[config.mk]
export PLATFORM = sky130hd
export DESIGN_NAME = floor_texture_coord_gen
export DESIGN_NICKNAME = d
export VERILOG_FILES = /design/src/rtl/ftcg_pkg.sv /design/src/rtl/floor_texture_coord_gen.sv /design/src/rtl/ftcg_front.sv /design/src/rtl/ftcg_fifo.sv /design/src/rtl/ftcg_div.sv /design/src/rtl/ftcg_back.sv
export SDC_FILE = /design/constraint.sdc
export NUM_CORES = 2
export LEC_CHECK = 0
export BUFFER_PORTS_ARGS = -buffer_cell sky130_fd_sc_hd__clkbuf_2
export CORE_MARGIN = 4
export CORE_UTILIZATION = 34
export CTS_BUF_LIST = sky130_fd_sc_hd__clkbuf_2 sky130_fd_sc_hd__clkbuf_4 sky130_fd_sc_hd__clkbuf_8
export DETAILED_ROUTE_END_ITERATION = 8
export GPL_TIMING_DRIVEN = 0
export PLACE_DENSITY = 0.47
export SLEW_MARGIN = 20
export SYNTH_ARGS = -nofsm -noshare
export SYNTH_HDL_FRONTEND = slang
export SYNTH_SLANG_ARGS = --single-unit
[constraint.sdc]
create_clock -name aclk -period 23.5 [get_ports aclk]
set_input_delay 1.175 -clock aclk [delete_from_list [all_inputs] [get_ports aclk]]
set_output_delay 1.175 -clock aclk [all_outputs]
set_load 0.1 [all_outputs]
[src/rtl/ftcg_pkg.sv]
// Shared types, widths and helpers for the floor texture coordinate generator.
// Used by every module of the block; depends on nothing.
package ftcg_pkg;

    localparam int ROW_W     = 11;                  // row and column fields
    localparam int TEXEL_W   = 12;                  // texel address field
    localparam int CFG_W     = 32;                  // Q16.16 camera registers
    localparam int SCR_W     = 12;                  // screen size registers
    localparam int FRAC_W    = 16;                  // fraction bits of Q16.16
    localparam int MAX_RES   = 2048;                // screen size clamp
    localparam int RD_W      = SCR_W + FRAC_W - 1;  // row distance, H*32768/p
    localparam int MAG_W     = CFG_W + 1;           // magnitude of dir - plane
    localparam int PROD_W    = MAG_W + RD_W;        // operand times row distance
    localparam int DVD_W     = PROD_W - FRAC_W + 1; // step dividend, 2*a*rd/65536
    localparam int DVS_W     = SCR_W;               // divisor width
    localparam int SUM_W     = DVD_W + 1;           // signed wide result before clamp
    localparam int CNT_W     = $clog2(DVD_W + 1);   // divider step counter
    localparam int Q_DEPTH   = 2;                   // front to back queue
    localparam int Q_AW      = 1;
    localparam int CFG_IDX_W = 3;

    localparam logic [CFG_W-1:0] SAT_MAX = {1'b0, {(CFG_W-1){1'b1}}};
    localparam logic [CFG_W-1:0] SAT_MIN = {1'b1, {(CFG_W-1){1'b0}}};

    typedef enum logic [CFG_IDX_W-1:0] {
        REG_POS_X         = 3'd0,
        REG_POS_Y         = 3'd1,
        REG_DIR_X         = 3'd2,
        REG_DIR_Y         = 3'd3,
        REG_PLANE_X       = 3'd4,
        REG_PLANE_Y       = 3'd5,
        REG_SCREEN_WIDTH  = 3'd6,
        REG_SCREEN_HEIGHT = 3'd7
    } cfg_reg_t;

    typedef struct packed {
        logic [CFG_W-1:0] pos_x;
        logic [CFG_W-1:0] pos_y;
        logic [CFG_W-1:0] dir_x;
        logic [CFG_W-1:0] dir_y;
        logic [CFG_W-1:0] plane_x;
        logic [CFG_W-1:0] plane_y;
    } cam_cfg_t;

    // One classified pixel on its way from the front to the back.
    typedef struct packed {
        logic             ok;        // row strictly inside the lower half
        logic             start;     // column zero: new row
        logic [ROW_W-1:0] row;
        logic [ROW_W-1:0] column;
        logic [ROW_W-1:0] ceil_row;  // zero when the row is out of range
        logic [ROW_W-1:0] row_off;   // row minus half height
    } ftcg_item_t;

    // Clamp a wide two's complement value to signed 32 bits.
    function automatic logic [CFG_W-1:0] sat_wide(input logic [SUM_W-1:0] v);
        logic [CFG_W-1:0] r;
        if ((~|v[SUM_W-1:CFG_W-1]) || (&v[SUM_W-1:CFG_W-1])) begin
            r = v[CFG_W-1:0];
        end else if (v[SUM_W-1]) begin
            r = SAT_MIN;
        end else begin
            r = SAT_MAX;
        end
        return r;
    endfunction

endpackage

[src/rtl/floor_texture_coord_gen.sv]
// Floor and ceiling texture coordinate generator, Q16.16 fixed point.
// Top level: configuration registers, front end, item queue, back end.
//
// Usage: write the camera (pos, dir, plane) and screen size registers through
// the cfg_wr_en / cfg_index / cfg_wdata port while the block is idle. Then
// stream pixels (s_row, s_column) on the s_ channel with valid/ready; each
// pixel gives exactly one item on the m_ channel, in order.
// A pixel with column zero in the lower half of the screen starts a new row:
// the back end computes the row distance and both steps on one shared
// bit-serial divider (three divisions) and the start position on one
// shared multiplier. Every other pixel passes the queue and the output
// register; one item per cycle is sustained while m_ready is high and no
// row setup is running.
// A two-entry queue separates the front end from the back end, and an output
// register holds a result while m_ready is low; the input stalls only when
// the queue is full.
// Reset (aresetn low, synchronous) clears the camera registers and the floor
// position and step to zero and sets the screen to 640 x 480.
module floor_texture_coord_gen #(
    parameter int TEX_SIZE = 64
) (
    input  logic                                 aclk,
    input  logic                                 aresetn,
    input  logic                                 cfg_wr_en,
    input  logic [ftcg_pkg::CFG_IDX_W-1:0]       cfg_index,
    input  logic [ftcg_pkg::CFG_W-1:0]           cfg_wdata,
    input  logic                                 s_valid,
    output logic                                 s_ready,
    input  logic [ftcg_pkg::ROW_W-1:0]           s_row,
    input  logic [ftcg_pkg::ROW_W-1:0]           s_column,
    output logic                                 m_valid,
    input  logic                                 m_ready,
    output logic [ftcg_pkg::TEXEL_W-1:0]         m_texel_index,
    output logic [ftcg_pkg::ROW_W-1:0]           m_floor_row,
    output logic [ftcg_pkg::ROW_W-1:0]           m_ceiling_row,
    output logic [ftcg_pkg::ROW_W-1:0]           m_pixel_column,
    output logic                                 m_row_ok
);

    ftcg_pkg::cam_cfg_t              cam_reg;
    logic [ftcg_pkg::SCR_W-1:0]      scr_width_reg;
    logic [ftcg_pkg::SCR_W-1:0]      scr_height_reg;

    logic [ftcg_pkg::SCR_W-1:0]      h_clamp;
    logic [ftcg_pkg::SCR_W-1:0]      w_clamp;
    logic [ftcg_pkg::SCR_W-1:0]      w_eff;

    logic                            q_full;
    logic                            q_push;
    ftcg_pkg::ftcg_item_t            q_in;
    logic                            q_pop;
    logic                            q_not_empty;
    ftcg_pkg::ftcg_item_t            q_head;

    always_ff @(posedge aclk) begin
        if (!aresetn) begin
            cam_reg        <= '0;
            scr_width_reg  <= ftcg_pkg::SCR_W'(640);
            scr_height_reg <= ftcg_pkg::SCR_W'(480);
        end else if (cfg_wr_en) begin
            case (ftcg_pkg::cfg_reg_t'(cfg_index))
                ftcg_pkg::REG_POS_X:         cam_reg.pos_x   <= cfg_wdata;
                ftcg_pkg::REG_POS_Y:         cam_reg.pos_y   <= cfg_wdata;
                ftcg_pkg::REG_DIR_X:         cam_reg.dir_x   <= cfg_wdata;
                ftcg_pkg::REG_DIR_Y:         cam_reg.dir_y   <= cfg_wdata;
                ftcg_pkg::REG_PLANE_X:       cam_reg.plane_x <= cfg_wdata;
                ftcg_pkg::REG_PLANE_Y:       cam_reg.plane_y <= cfg_wdata;
                ftcg_pkg::REG_SCREEN_WIDTH:  scr_width_reg   <= cfg_wdata[ftcg_pkg::SCR_W-1:0];
                ftcg_pkg::REG_SCREEN_HEIGHT: scr_height_reg  <= cfg_wdata[ftcg_pkg::SCR_W-1:0];
                default: ;
            endcase
        end
    end

    // Clamp screen sizes; a zero width divides as one.
    assign h_clamp = ({1'b0, scr_height_reg} > (ftcg_pkg::SCR_W+1)'(ftcg_pkg::MAX_RES))
                   ? ftcg_pkg::SCR_W'(ftcg_pkg::MAX_RES) : scr_height_reg;
    assign w_clamp = ({1'b0, scr_width_reg} > (ftcg_pkg::SCR_W+1)'(ftcg_pkg::MAX_RES))
                   ? ftcg_pkg::SCR_W'(ftcg_pkg::MAX_RES) : scr_width_reg;
    assign w_eff   = (w_clamp == '0) ? ftcg_pkg::SCR_W'(1) : w_clamp;

    ftcg_front u_front (
        .s_valid    (s_valid),
        .s_ready    (s_ready),
        .s_row      (s_row),
        .s_column   (s_column),
        .scr_height (h_clamp),
        .q_full     (q_full),
        .q_push     (q_push),
        .q_item     (q_in)
    );

    ftcg_fifo u_fifo (
        .aclk      (aclk),
        .aresetn   (aresetn),
        .push      (q_push),
        .push_item (q_in),
        .full      (q_full),
        .pop       (q_pop),
        .not_empty (q_not_empty),
        .head      (q_head)
    );

    ftcg_back #(
        .TEX_SIZE (TEX_SIZE)
    ) u_back (
        .aclk           (aclk),
        .aresetn        (aresetn),
        .q_valid        (q_not_empty),
        .q_item         (q_head),
        .q_pop          (q_pop),
        .cam            (cam_reg),
        .scr_height     (h_clamp),
        .scr_width      (w_eff),
        .m_valid        (m_valid),
        .m_ready        (m_ready),
        .m_texel_index  (m_texel_index),
        .m_floor_row    (m_floor_row),
        .m_ceiling_row  (m_ceiling_row),
        .m_pixel_column (m_pixel_column),
        .m_row_ok       (m_row_ok)
    );

endmodule

[src/rtl/ftcg_front.sv]
// Front end: accepts pixels and classifies them (row range, row start, offsets).
// Depends on ftcg_pkg; feeds ftcg_fifo.
module ftcg_front (
    input  logic                             s_valid,
    output logic                             s_ready,
    input  logic [ftcg_pkg::ROW_W-1:0]       s_row,
    input  logic [ftcg_pkg::ROW_W-1:0]       s_column,
    input  logic [ftcg_pkg::SCR_W-1:0]       scr_height,
    input  logic                             q_full,
    output logic                             q_push,
    output ftcg_pkg::ftcg_item_t             q_item
);

    logic [ftcg_pkg::SCR_W-1:0] half;
    logic [ftcg_pkg::SCR_W-1:0] row_e;
    logic [ftcg_pkg::SCR_W-1:0] off_w;
    logic [ftcg_pkg::SCR_W-1:0] ceil_w;
    logic                       ok;

    assign half   = scr_height >> 1;
    assign row_e  = {1'b0, s_row};
    assign ok     = (row_e > half) && (row_e < scr_height);
    assign off_w  = row_e - half;
    assign ceil_w = scr_height - row_e - ftcg_pkg::SCR_W'(1);

    assign s_ready = !q_full;
    assign q_push  = s_valid && !q_full;

    always_comb begin
        q_item.ok       = ok;
        q_item.start    = (s_column == '0);
        q_item.row      = s_row;
        q_item.column   = s_column;
        q_item.ceil_row = ok ? ceil_w[ftcg_pkg::ROW_W-1:0] : '0;
        q_item.row_off  = off_w[ftcg_pkg::ROW_W-1:0];
    end

endmodule

[src/rtl/ftcg_fifo.sv]
// Short item queue between the front end and the back end.
// Depends on ftcg_pkg for the item type and depth.
module ftcg_fifo (
    input  logic                 aclk,
    input  logic                 aresetn,
    input  logic                 push,
    input  ftcg_pkg::ftcg_item_t push_item,
    output logic                 full,
    input  logic                 pop,
    output logic                 not_empty,
    output ftcg_pkg::ftcg_item_t head
);

    ftcg_pkg::ftcg_item_t        mem_reg [ftcg_pkg::Q_DEPTH];
    logic [ftcg_pkg::Q_AW-1:0]   wptr_reg;
    logic [ftcg_pkg::Q_AW-1:0]   rptr_reg;
    logic [ftcg_pkg::Q_AW:0]     cnt_reg;

    assign full      = (cnt_reg == (ftcg_pkg::Q_AW+1)'(ftcg_pkg::Q_DEPTH));
    assign not_empty = (cnt_reg != '0);
    assign head      = mem_reg[rptr_reg];

    always_ff @(posedge aclk) begin
        if (push) begin
            mem_reg[wptr_reg] <= push_item;
        end
    end

    always_ff @(posedge aclk) begin
        if (!aresetn) begin
            wptr_reg <= '0;
            rptr_reg <= '0;
            cnt_reg  <= '0;
        end else begin
            if (push) begin
                wptr_reg <= wptr_reg + ftcg_pkg::Q_AW'(1);
            end
            if (pop) begin
                rptr_reg <= rptr_reg + ftcg_pkg::Q_AW'(1);
            end
            if (push && !pop) begin
                cnt_reg <= cnt_reg + (ftcg_pkg::Q_AW+1)'(1);
            end else if (pop && !push) begin
                cnt_reg <= cnt_reg - (ftcg_pkg::Q_AW+1)'(1);
            end
        end
    end

    a_no_underflow: assert property (@(posedge aclk) disable iff (!aresetn)
        pop |-> not_empty)
        else $error("queue popped while empty");

    a_no_overflow: assert property (@(posedge aclk) disable iff (!aresetn)
        push |-> !full)
        else $error("queue pushed while full");

    a_count_step: assert property (@(posedge aclk) disable iff (!aresetn)
        (push && !pop) |=> (cnt_reg == $past(cnt_reg) + (ftcg_pkg::Q_AW+1)'(1)))
        else $error("queue count did not advance on push");

endmodule

[src/rtl/ftcg_div.sv]
// Restoring unsigned divider, one quotient bit per cycle.
// Depends on ftcg_pkg for the dividend and divisor widths.
module ftcg_div (
    input  logic                         aclk,
    input  logic                         aresetn,
    input  logic                         start,
    input  logic [ftcg_pkg::DVD_W-1:0]   dividend,
    input  logic [ftcg_pkg::DVS_W-1:0]   divisor,
    output logic                         busy,
    output logic                         done,
    output logic [ftcg_pkg::DVD_W-1:0]   quotient
);

    logic                         busy_reg;
    logic                         done_reg;
    logic [ftcg_pkg::CNT_W-1:0]   cnt_reg;
    logic [ftcg_pkg::DVD_W-1:0]   dvd_reg;
    logic [ftcg_pkg::DVS_W-1:0]   rem_reg;
    logic [ftcg_pkg::DVS_W-1:0]   dvs_reg;

    logic [ftcg_pkg::DVS_W:0]     trial;
    logic [ftcg_pkg::DVS_W:0]     diff;
    logic                         ge;

    assign trial = {rem_reg, dvd_reg[ftcg_pkg::DVD_W-1]};
    assign diff  = trial - {1'b0, dvs_reg};
    assign ge    = (trial >= {1'b0, dvs_reg});

    assign busy     = busy_reg;
    assign done     = done_reg;
    assign quotient = dvd_reg;

    always_ff @(posedge aclk) begin
        if (!aresetn) begin
            busy_reg <= 1'b0;
            done_reg <= 1'b0;
            cnt_reg  <= '0;
        end else begin
            done_reg <= !start && busy_reg && (cnt_reg == ftcg_pkg::CNT_W'(1));
            if (start) begin
                busy_reg <= 1'b1;
                cnt_reg  <= ftcg_pkg::CNT_W'(ftcg_pkg::DVD_W);
            end else if (busy_reg) begin
                cnt_reg <= cnt_reg - ftcg_pkg::CNT_W'(1);
                if (cnt_reg == ftcg_pkg::CNT_W'(1)) begin
                    busy_reg <= 1'b0;
                end
            end
        end
    end

    // Shift the dividend out at the top, the quotient bits in at the bottom.
    always_ff @(posedge aclk) begin
        if (start) begin
            dvd_reg <= dividend;
            rem_reg <= '0;
            dvs_reg <= divisor;
        end else if (busy_reg) begin
            dvd_reg <= {dvd_reg[ftcg_pkg::DVD_W-2:0], ge};
            rem_reg <= ge ? diff[ftcg_pkg::DVS_W-1:0] : trial[ftcg_pkg::DVS_W-1:0];
        end
    end

endmodule

[src/rtl/ftcg_back.sv]
// Back end: row setup sequencer (row distance, steps, start position), texel
// address and output register. Depends on ftcg_pkg and ftcg_div.
module ftcg_back #(
    parameter int TEX_SIZE = 64
) (
    input  logic                             aclk,
    input  logic                             aresetn,
    input  logic                             q_valid,
    input  ftcg_pkg::ftcg_item_t             q_item,
    output logic                             q_pop,
    input  ftcg_pkg::cam_cfg_t               cam,
    input  logic [ftcg_pkg::SCR_W-1:0]       scr_height,
    input  logic [ftcg_pkg::SCR_W-1:0]       scr_width,
    output logic                             m_valid,
    input  logic                             m_ready,
    output logic [ftcg_pkg::TEXEL_W-1:0]     m_texel_index,
    output logic [ftcg_pkg::ROW_W-1:0]       m_floor_row,
    output logic [ftcg_pkg::ROW_W-1:0]       m_ceiling_row,
    output logic [ftcg_pkg::ROW_W-1:0]       m_pixel_column,
    output logic                             m_row_ok
);

    localparam int TEX_W = $clog2(TEX_SIZE);
    localparam logic [TEX_W-1:0] TEX_MASK = TEX_W'(TEX_SIZE - 1);

    typedef enum logic [2:0] {
        ST_IDLE,
        ST_RD,
        ST_OPER,
        ST_MUL,
        ST_SCALE,
        ST_DIV,
        ST_EMIT
    } state_t;

    state_t                              state_reg;
    logic [1:0]                          k_reg;      // 0,1: steps x,y; 2,3: start x,y
    ftcg_pkg::ftcg_item_t                cur_reg;
    logic [ftcg_pkg::RD_W-1:0]           rd_reg;
    logic [ftcg_pkg::MAG_W-1:0]          mag_reg;
    logic                                neg_reg;
    logic [ftcg_pkg::PROD_W-1:0]         prod_reg;
    logic [ftcg_pkg::CFG_W-1:0]          fpos_x_reg;
    logic [ftcg_pkg::CFG_W-1:0]          fpos_y_reg;
    logic [ftcg_pkg::CFG_W-1:0]          step_x_reg;
    logic [ftcg_pkg::CFG_W-1:0]          step_y_reg;

    logic                                m_valid_reg;
    logic [ftcg_pkg::TEXEL_W-1:0]        m_texel_index_reg;
    logic [ftcg_pkg::ROW_W-1:0]          m_floor_row_reg;
    logic [ftcg_pkg::ROW_W-1:0]          m_ceiling_row_reg;
    logic [ftcg_pkg::ROW_W-1:0]          m_pixel_column_reg;
    logic                                m_row_ok_reg;

    logic                                out_free;
    logic                                head_rs;
    logic                                emit;
    ftcg_pkg::ftcg_item_t                emit_item;
    logic [TEX_W-1:0]                    tx;
    logic [TEX_W-1:0]                    ty;
    logic [ftcg_pkg::TEXEL_W-1:0]        texel;

    logic [ftcg_pkg::MAG_W-1:0]          oper_a;
    logic [ftcg_pkg::MAG_W-1:0]          oper_mag;
    logic                                oper_neg;

    logic [ftcg_pkg::SUM_W-1:0]          off_e;
    logic [ftcg_pkg::SUM_W-1:0]          off_s;
    logic [ftcg_pkg::SUM_W-1:0]          pos_e;
    logic [ftcg_pkg::CFG_W-1:0]          start_sat;
    logic [ftcg_pkg::SUM_W-1:0]          quo_e;
    logic [ftcg_pkg::CFG_W-1:0]          step_sat;

    logic                                div_start;
    logic [ftcg_pkg::DVD_W-1:0]          div_dvd;
    logic [ftcg_pkg::DVS_W-1:0]          div_dvs;
    logic                                div_busy;
    logic                                div_done;
    logic [ftcg_pkg::DVD_W-1:0]          div_quo;

    // Texture coordinate: fraction truncated toward zero, scaled, masked.
    function automatic logic [TEX_W-1:0] tex_coord(input logic [ftcg_pkg::CFG_W-1:0] v);
        logic [ftcg_pkg::FRAC_W-1:0]       fr;
        logic [ftcg_pkg::FRAC_W+TEX_W-1:0] sc;
        logic [TEX_W-1:0]                  tm;
        logic [TEX_W-1:0]                  t;
        fr = v[ftcg_pkg::CFG_W-1] ? (~v[ftcg_pkg::FRAC_W-1:0] + ftcg_pkg::FRAC_W'(1))
                                  : v[ftcg_pkg::FRAC_W-1:0];
        sc = (ftcg_pkg::FRAC_W+TEX_W)'(fr * TEX_SIZE);
        tm = sc[ftcg_pkg::FRAC_W +: TEX_W];
        t  = v[ftcg_pkg::CFG_W-1] ? (TEX_W'(0) - tm) : tm;
        return t & TEX_MASK;
    endfunction

    assign out_free  = !m_valid_reg || m_ready;
    assign head_rs   = q_item.ok && q_item.start;
    assign emit_item = (state_reg == ST_EMIT) ? cur_reg : q_item;
    assign emit      = ((state_reg == ST_IDLE) && q_valid && !head_rs && out_free)
                    || ((state_reg == ST_EMIT) && out_free);
    assign q_pop     = (state_reg == ST_IDLE) && q_valid && (head_rs || out_free);

    assign tx    = tex_coord(fpos_x_reg);
    assign ty    = tex_coord(fpos_y_reg);
    assign texel = ftcg_pkg::TEXEL_W'(ty * TEX_SIZE + tx);

    // Multiplier operand for the current setup step, in sign and magnitude.
    always_comb begin
        case (k_reg)
            2'd0: oper_a = {cam.plane_x[ftcg_pkg::CFG_W-1], cam.plane_x};
            2'd1: oper_a = {cam.plane_y[ftcg_pkg::CFG_W-1], cam.plane_y};
            2'd2: oper_a = {cam.dir_x[ftcg_pkg::CFG_W-1], cam.dir_x}
                         - {cam.plane_x[ftcg_pkg::CFG_W-1], cam.plane_x};
            2'd3: oper_a = {cam.dir_y[ftcg_pkg::CFG_W-1], cam.dir_y}
                         - {cam.plane_y[ftcg_pkg::CFG_W-1], cam.plane_y};
            default: oper_a = '0;
        endcase
        oper_neg = oper_a[ftcg_pkg::MAG_W-1];
        oper_mag = oper_neg ? (ftcg_pkg::MAG_W'(0) - oper_a) : oper_a;
    end

    // Start position: pos + trunc((dir - plane) * rd / 65536), clamped.
    always_comb begin
        off_e     = ftcg_pkg::SUM_W'(prod_reg[ftcg_pkg::PROD_W-1:ftcg_pkg::FRAC_W]);
        off_s     = neg_reg ? (ftcg_pkg::SUM_W'(0) - off_e) : off_e;
        pos_e     = k_reg[0]
                  ? {{(ftcg_pkg::SUM_W-ftcg_pkg::CFG_W){cam.pos_y[ftcg_pkg::CFG_W-1]}},
                     cam.pos_y}
                  : {{(ftcg_pkg::SUM_W-ftcg_pkg::CFG_W){cam.pos_x[ftcg_pkg::CFG_W-1]}},
                     cam.pos_x};
        start_sat = ftcg_pkg::sat_wide(pos_e + off_s);
        quo_e     = {1'b0, div_quo};
        step_sat  = ftcg_pkg::sat_wide(neg_reg ? (ftcg_pkg::SUM_W'(0) - quo_e) : quo_e);
    end

    // Divider serves the row distance first, then both per-pixel steps.
    always_comb begin
        div_start = ((state_reg == ST_IDLE) && q_valid && head_rs)
                 || ((state_reg == ST_SCALE) && !k_reg[1]);
        if (state_reg == ST_IDLE) begin
            div_dvd = ftcg_pkg::DVD_W'({scr_height, (ftcg_pkg::FRAC_W-1)'(0)});
            div_dvs = {1'b0, q_item.row_off};
        end else begin
            div_dvd = prod_reg[ftcg_pkg::PROD_W-1 -: ftcg_pkg::DVD_W];
            div_dvs = scr_width;
        end
    end

    ftcg_div u_div (
        .aclk     (aclk),
        .aresetn  (aresetn),
        .start    (div_start),
        .dividend (div_dvd),
        .divisor  (div_dvs),
        .busy     (div_busy),
        .done     (div_done),
        .quotient (div_quo)
    );

    always_ff @(posedge aclk) begin
        if (!aresetn) begin
            state_reg   <= ST_IDLE;
            k_reg       <= '0;
            m_valid_reg <= 1'b0;
            fpos_x_reg  <= '0;
            fpos_y_reg  <= '0;
            step_x_reg  <= '0;
            step_y_reg  <= '0;
        end else begin
            if (emit) begin
                m_valid_reg        <= 1'b1;
                m_texel_index_reg  <= emit_item.ok ? texel : '0;
                m_floor_row_reg    <= emit_item.row;
                m_ceiling_row_reg  <= emit_item.ceil_row;
                m_pixel_column_reg <= emit_item.column;
                m_row_ok_reg       <= emit_item.ok;
                // advance along the row only for pixels that are drawn
                if (emit_item.ok) begin
                    fpos_x_reg <= fpos_x_reg + step_x_reg;
                    fpos_y_reg <= fpos_y_reg + step_y_reg;
                end
            end else if (m_ready) begin
                m_valid_reg <= 1'b0;
            end
            case (state_reg)
                ST_IDLE: begin
                    if (q_valid && head_rs) begin
                        cur_reg   <= q_item;
                        state_reg <= ST_RD;
                    end
                end
                ST_RD: begin
                    if (div_done) begin
                        rd_reg    <= div_quo[ftcg_pkg::RD_W-1:0];
                        k_reg     <= '0;
                        state_reg <= ST_OPER;
                    end
                end
                ST_OPER: begin
                    mag_reg   <= oper_mag;
                    neg_reg   <= oper_neg;
                    state_reg <= ST_MUL;
                end
                ST_MUL: begin
                    prod_reg  <= ftcg_pkg::PROD_W'(mag_reg) * ftcg_pkg::PROD_W'(rd_reg);
                    state_reg <= ST_SCALE;
                end
                ST_SCALE: begin
                    if (!k_reg[1]) begin
                        state_reg <= ST_DIV;
                    end else begin
                        if (k_reg[0]) begin
                            fpos_y_reg <= start_sat;
                            state_reg  <= ST_EMIT;
                        end else begin
                            fpos_x_reg <= start_sat;
                            state_reg  <= ST_OPER;
                        end
                        k_reg <= k_reg + 2'd1;
                    end
                end
                ST_DIV: begin
                    if (div_done) begin
                        if (k_reg[0]) begin
                            step_y_reg <= step_sat;
                        end else begin
                            step_x_reg <= step_sat;
                        end
                        k_reg     <= k_reg + 2'd1;
                        state_reg <= ST_OPER;
                    end
                end
                ST_EMIT: begin
                    if (out_free) begin
                        state_reg <= ST_IDLE;
                    end
                end
                default: begin
                    state_reg <= ST_IDLE;
                end
            endcase
        end
    end

    assign m_valid        = m_valid_reg;
    assign m_texel_index  = m_texel_index_reg;
    assign m_floor_row    = m_floor_row_reg;
    assign m_ceiling_row  = m_ceiling_row_reg;
    assign m_pixel_column = m_pixel_column_reg;
    assign m_row_ok       = m_row_ok_reg;

    a_div_free: assert property (@(posedge aclk) disable iff (!aresetn)
        div_start |-> !div_busy)
        else $error("divider started while busy");

    a_div_done_state: assert property (@(posedge aclk) disable iff (!aresetn)
        div_done |-> (state_reg == ST_RD || state_reg == ST_DIV))
        else $error("divider result arrived outside a wait state");

    a_pop_valid: assert property (@(posedge aclk) disable iff (!aresetn)
        q_pop |-> q_valid)
        else $error("back end popped an empty queue");

    a_emit_rowstart: assert property (@(posedge aclk) disable iff (!aresetn)
        (state_reg == ST_EMIT) |-> (cur_reg.ok && cur_reg.start))
        else $error("row setup finished for an item that needs none");

endmodule

==> reports/qor.txt <==
Result of the run: complete, no violations
Synthesized instance count: 7662
WP buf/inv: 7
Mux cell area share after synthesis: 2.269%
Commonest non-fill, non-tap cell in the layout: nand2_1
Crit path kind: reg2reg
Netlist cell types: 95
Final Hold Fails: 0
TNS Setup: 0 ns
Worst hold path class: reg2reg
RePlAce Congestion: 0.9533
Num CTS Buffers: 119
Placeable Area: 199700 um^2
Synth-to-layout area growth: 9.976%
Crit-path max cell delay: 0.83 ns
Unrepaired setup endpoints after global routing: no
CTS tree: done
Least-Margin Pin Slew: 1.180 ns
DIE AREA: 208000 um^2
Count of hold buffers inserted by post-cts repair: 0
Power Dens Cells: 64.57 nW/um^2
Fraction of registers with async set/reset: 0%
Total wire length: 262.3 mm
Vias in the first global route: 57073
Synth Area in Adders: 30.61%
Die width: 456.1 um
Simple-gate share of the synthesized area: 16.28%
PostCTS Resize Cnt: 0
Pre-antenna DRT Iters: 7
Most used DFF post-synth: dfxtp_1
Clk_lat worst skew: 0.88 ns
DR vias: 56058
Max Root-Sink Buffers: 3
Sequential share of the synthesized area: 25.74%
Layout cells sized above 1: 6.295%
Worst slew margin: 20.72%
P_leak: 0.03236 uW
Synth warn: 0
Worst vdd ir: 0.05747 mV
DRC viols: 0
Max-cap violations: 0
Nature of the critical path startpoint: flip-flop
Most frequent cell on the critical path: fa_1
Clock Pin Slew Worst Setup and Hold Paths: 0.07 ns
All-Layer GR Usage: 24.89%
Rows: 164
Syn_nets: 8925
I/O Buffers: 95
CTS sink count: 710
#FFs+latches synth: 710
Initial core utilization: 34.19%
ANT nets after route: 0
# Post-CTS Setup Buffers: 0
Worst path top cell family by delay: adder cells
CTS root buf: clkbuf_8
CP Capture Type: flip-flop
Max Clk Rate: 91.69 MHz
H-tree levels: 3
I/O pin cnt: 110
CP max stage cell: o41ai_1
Tot Pwr: 4847 uW
Minimum clock period: 10.91 ns
Main combinational cell family by area after synthesis: adder cells
Compound-gate portion of the synthesized area: 12.88%
Initial antenna violation count: 29
Crit path DAT: 11.48 ns
First-pass GRT wire length: 386.5 mm
Fin crit share: 46.41%
Leading cell types in the layout, fill and taps excluded: nand2_1 (1328), inv_1 (1061), fa_1 (781)
DP HPWL: 209.7 mm
Post-Synth XOR/XNOR Area: 4.053%
Crit Path Max Fanout: 10
Mapped Area: 68260 um^2
WL/cell: 24.56 um
Die H: 456.1 um
Nets: 9165
Vias per inst: 5.249
Post-synth EDFFs: 335
Post-Syn Area per Cell: 8.908 um^2
Max Clock Skew: 0.07923 ns
Max Slew Vio Count: 0
Largest net degree at the start of global routing: 34
Worst endpoint required time: 24.08 ns
Setup Viol. Count Final: 0
Gr ovfl total: 0
DR iter-0 viols: 4242
Max FFs per register: 192
worst min-delay path: stages (launching register included):
cell     delay [ns]
dfxtp_1        0.31
nand2_1        0.05
a21oi_1        0.05
per-layer routing:
layer	wire length, um	vias up	global-route usage (%)
met5	18	-	0
met4	11950	4	10.60
met3	15100	437	3.082
met2	122200	1815	40.76
met1	113000	28153	33.21
li1	-	25649	-
final timing paths:
path                      start                   to  slack [ns]  depth (start not counted)
max          u_back.mag_reg[10]  u_back.prod_reg[59]       12.59                         29
min           scr_height_reg[1]    scr_height_reg[1]        0.45                          2
min reg2reg   scr_height_reg[1]    scr_height_reg[1]        0.45                          2
max reg2reg  u_back.mag_reg[10]  u_back.prod_reg[59]       12.59                         29
synthesized netlist by cell type, types with 18 or more instances:
cell         n  share of area [%]
xnor2_1    204                2.6
mux2i_1     40               0.59
xor2_1     110                1.4
fa_1       781                 23
nand4_1     39               0.36
or4_1       19               0.21
o41ai_1     18               0.23
nor2b_1     44               0.40
or3_1       33               0.30
and2_1     357                3.3
and3_1      32               0.29
a22o_1      31               0.40
a31oi_1     39               0.36
clkbuf_1   383                2.1
o22ai_1     44               0.40
nor4_1      37               0.34
nor2_1     269                1.5
edfxtp_1   335                 15
dfxtp_1    375                 11
o21bai_1    29               0.32
nand2_1   1328                7.3
o211ai_1    21               0.23
nor3_1      69               0.51
inv_1     1061                5.8
nand2b_1    37               0.34
a21oi_1    527                3.9
a21o_1      99                1.1
a221oi_1    57               0.73
o21a_1      43               0.47
o21ai_0    270                2.0
a211oi_1    55               0.60
o31ai_1     30               0.33
ha_1       420                7.7
mux2_2     101                1.7
nand3_1     76               0.56
power by group:
group          internal (uW)  leakage, uW  total (uW)  switching, uW
logic                    646       0.0249        2000           1350
registers               1510      0.00612        1610            106
clock network            659      0.00137        1240            577
total                   2810       0.0324        4850           2030
stage by stage:
stage	cell area [um^2]	hold WS, ns	utilization (%)	worst slack (ns)	cells
global placement	72050	0.4385	36.09	11.77	10413
global route	75030	0.4645	37.58	12.21	10667
CTS	75010	0.4283	37.57	12.10	10661
detailed placement	72380	0.4422	36.25	12.18	10436
floorplan	68260	0.4318	-	15.64	7662
finish	75060	0.4523	37.60	12.59	10679
cells by family (layout without fill, tap and decap cells):
kind of cell	after synthesis	after routing
other cells	0	17
xor+xnor	315	315
simple gates	2416	2416
compound gates	1401	1401
flops	710	710
buf+inv	1477	1821
fa+ha+maj	1201	1201
mux	142	142
final cells by class:
class | count | area (um^2)
Inverter | 1063 | 3990
Tap cell | 2656 | 3323
Antenna cell | 17 | 42.54
Fill cell | 20626 | 124600
Multi-Input combinational cell | 5475 | 45160
Clock inverter | 56 | 498.0
Buffer | 414 | 1597
Sequential cell | 710 | 17570
Timing Repair Buffer | 119 | 750.7
Clock buffer | 169 | 2132
Note: power is estimated with default switching activity, not from simulation.
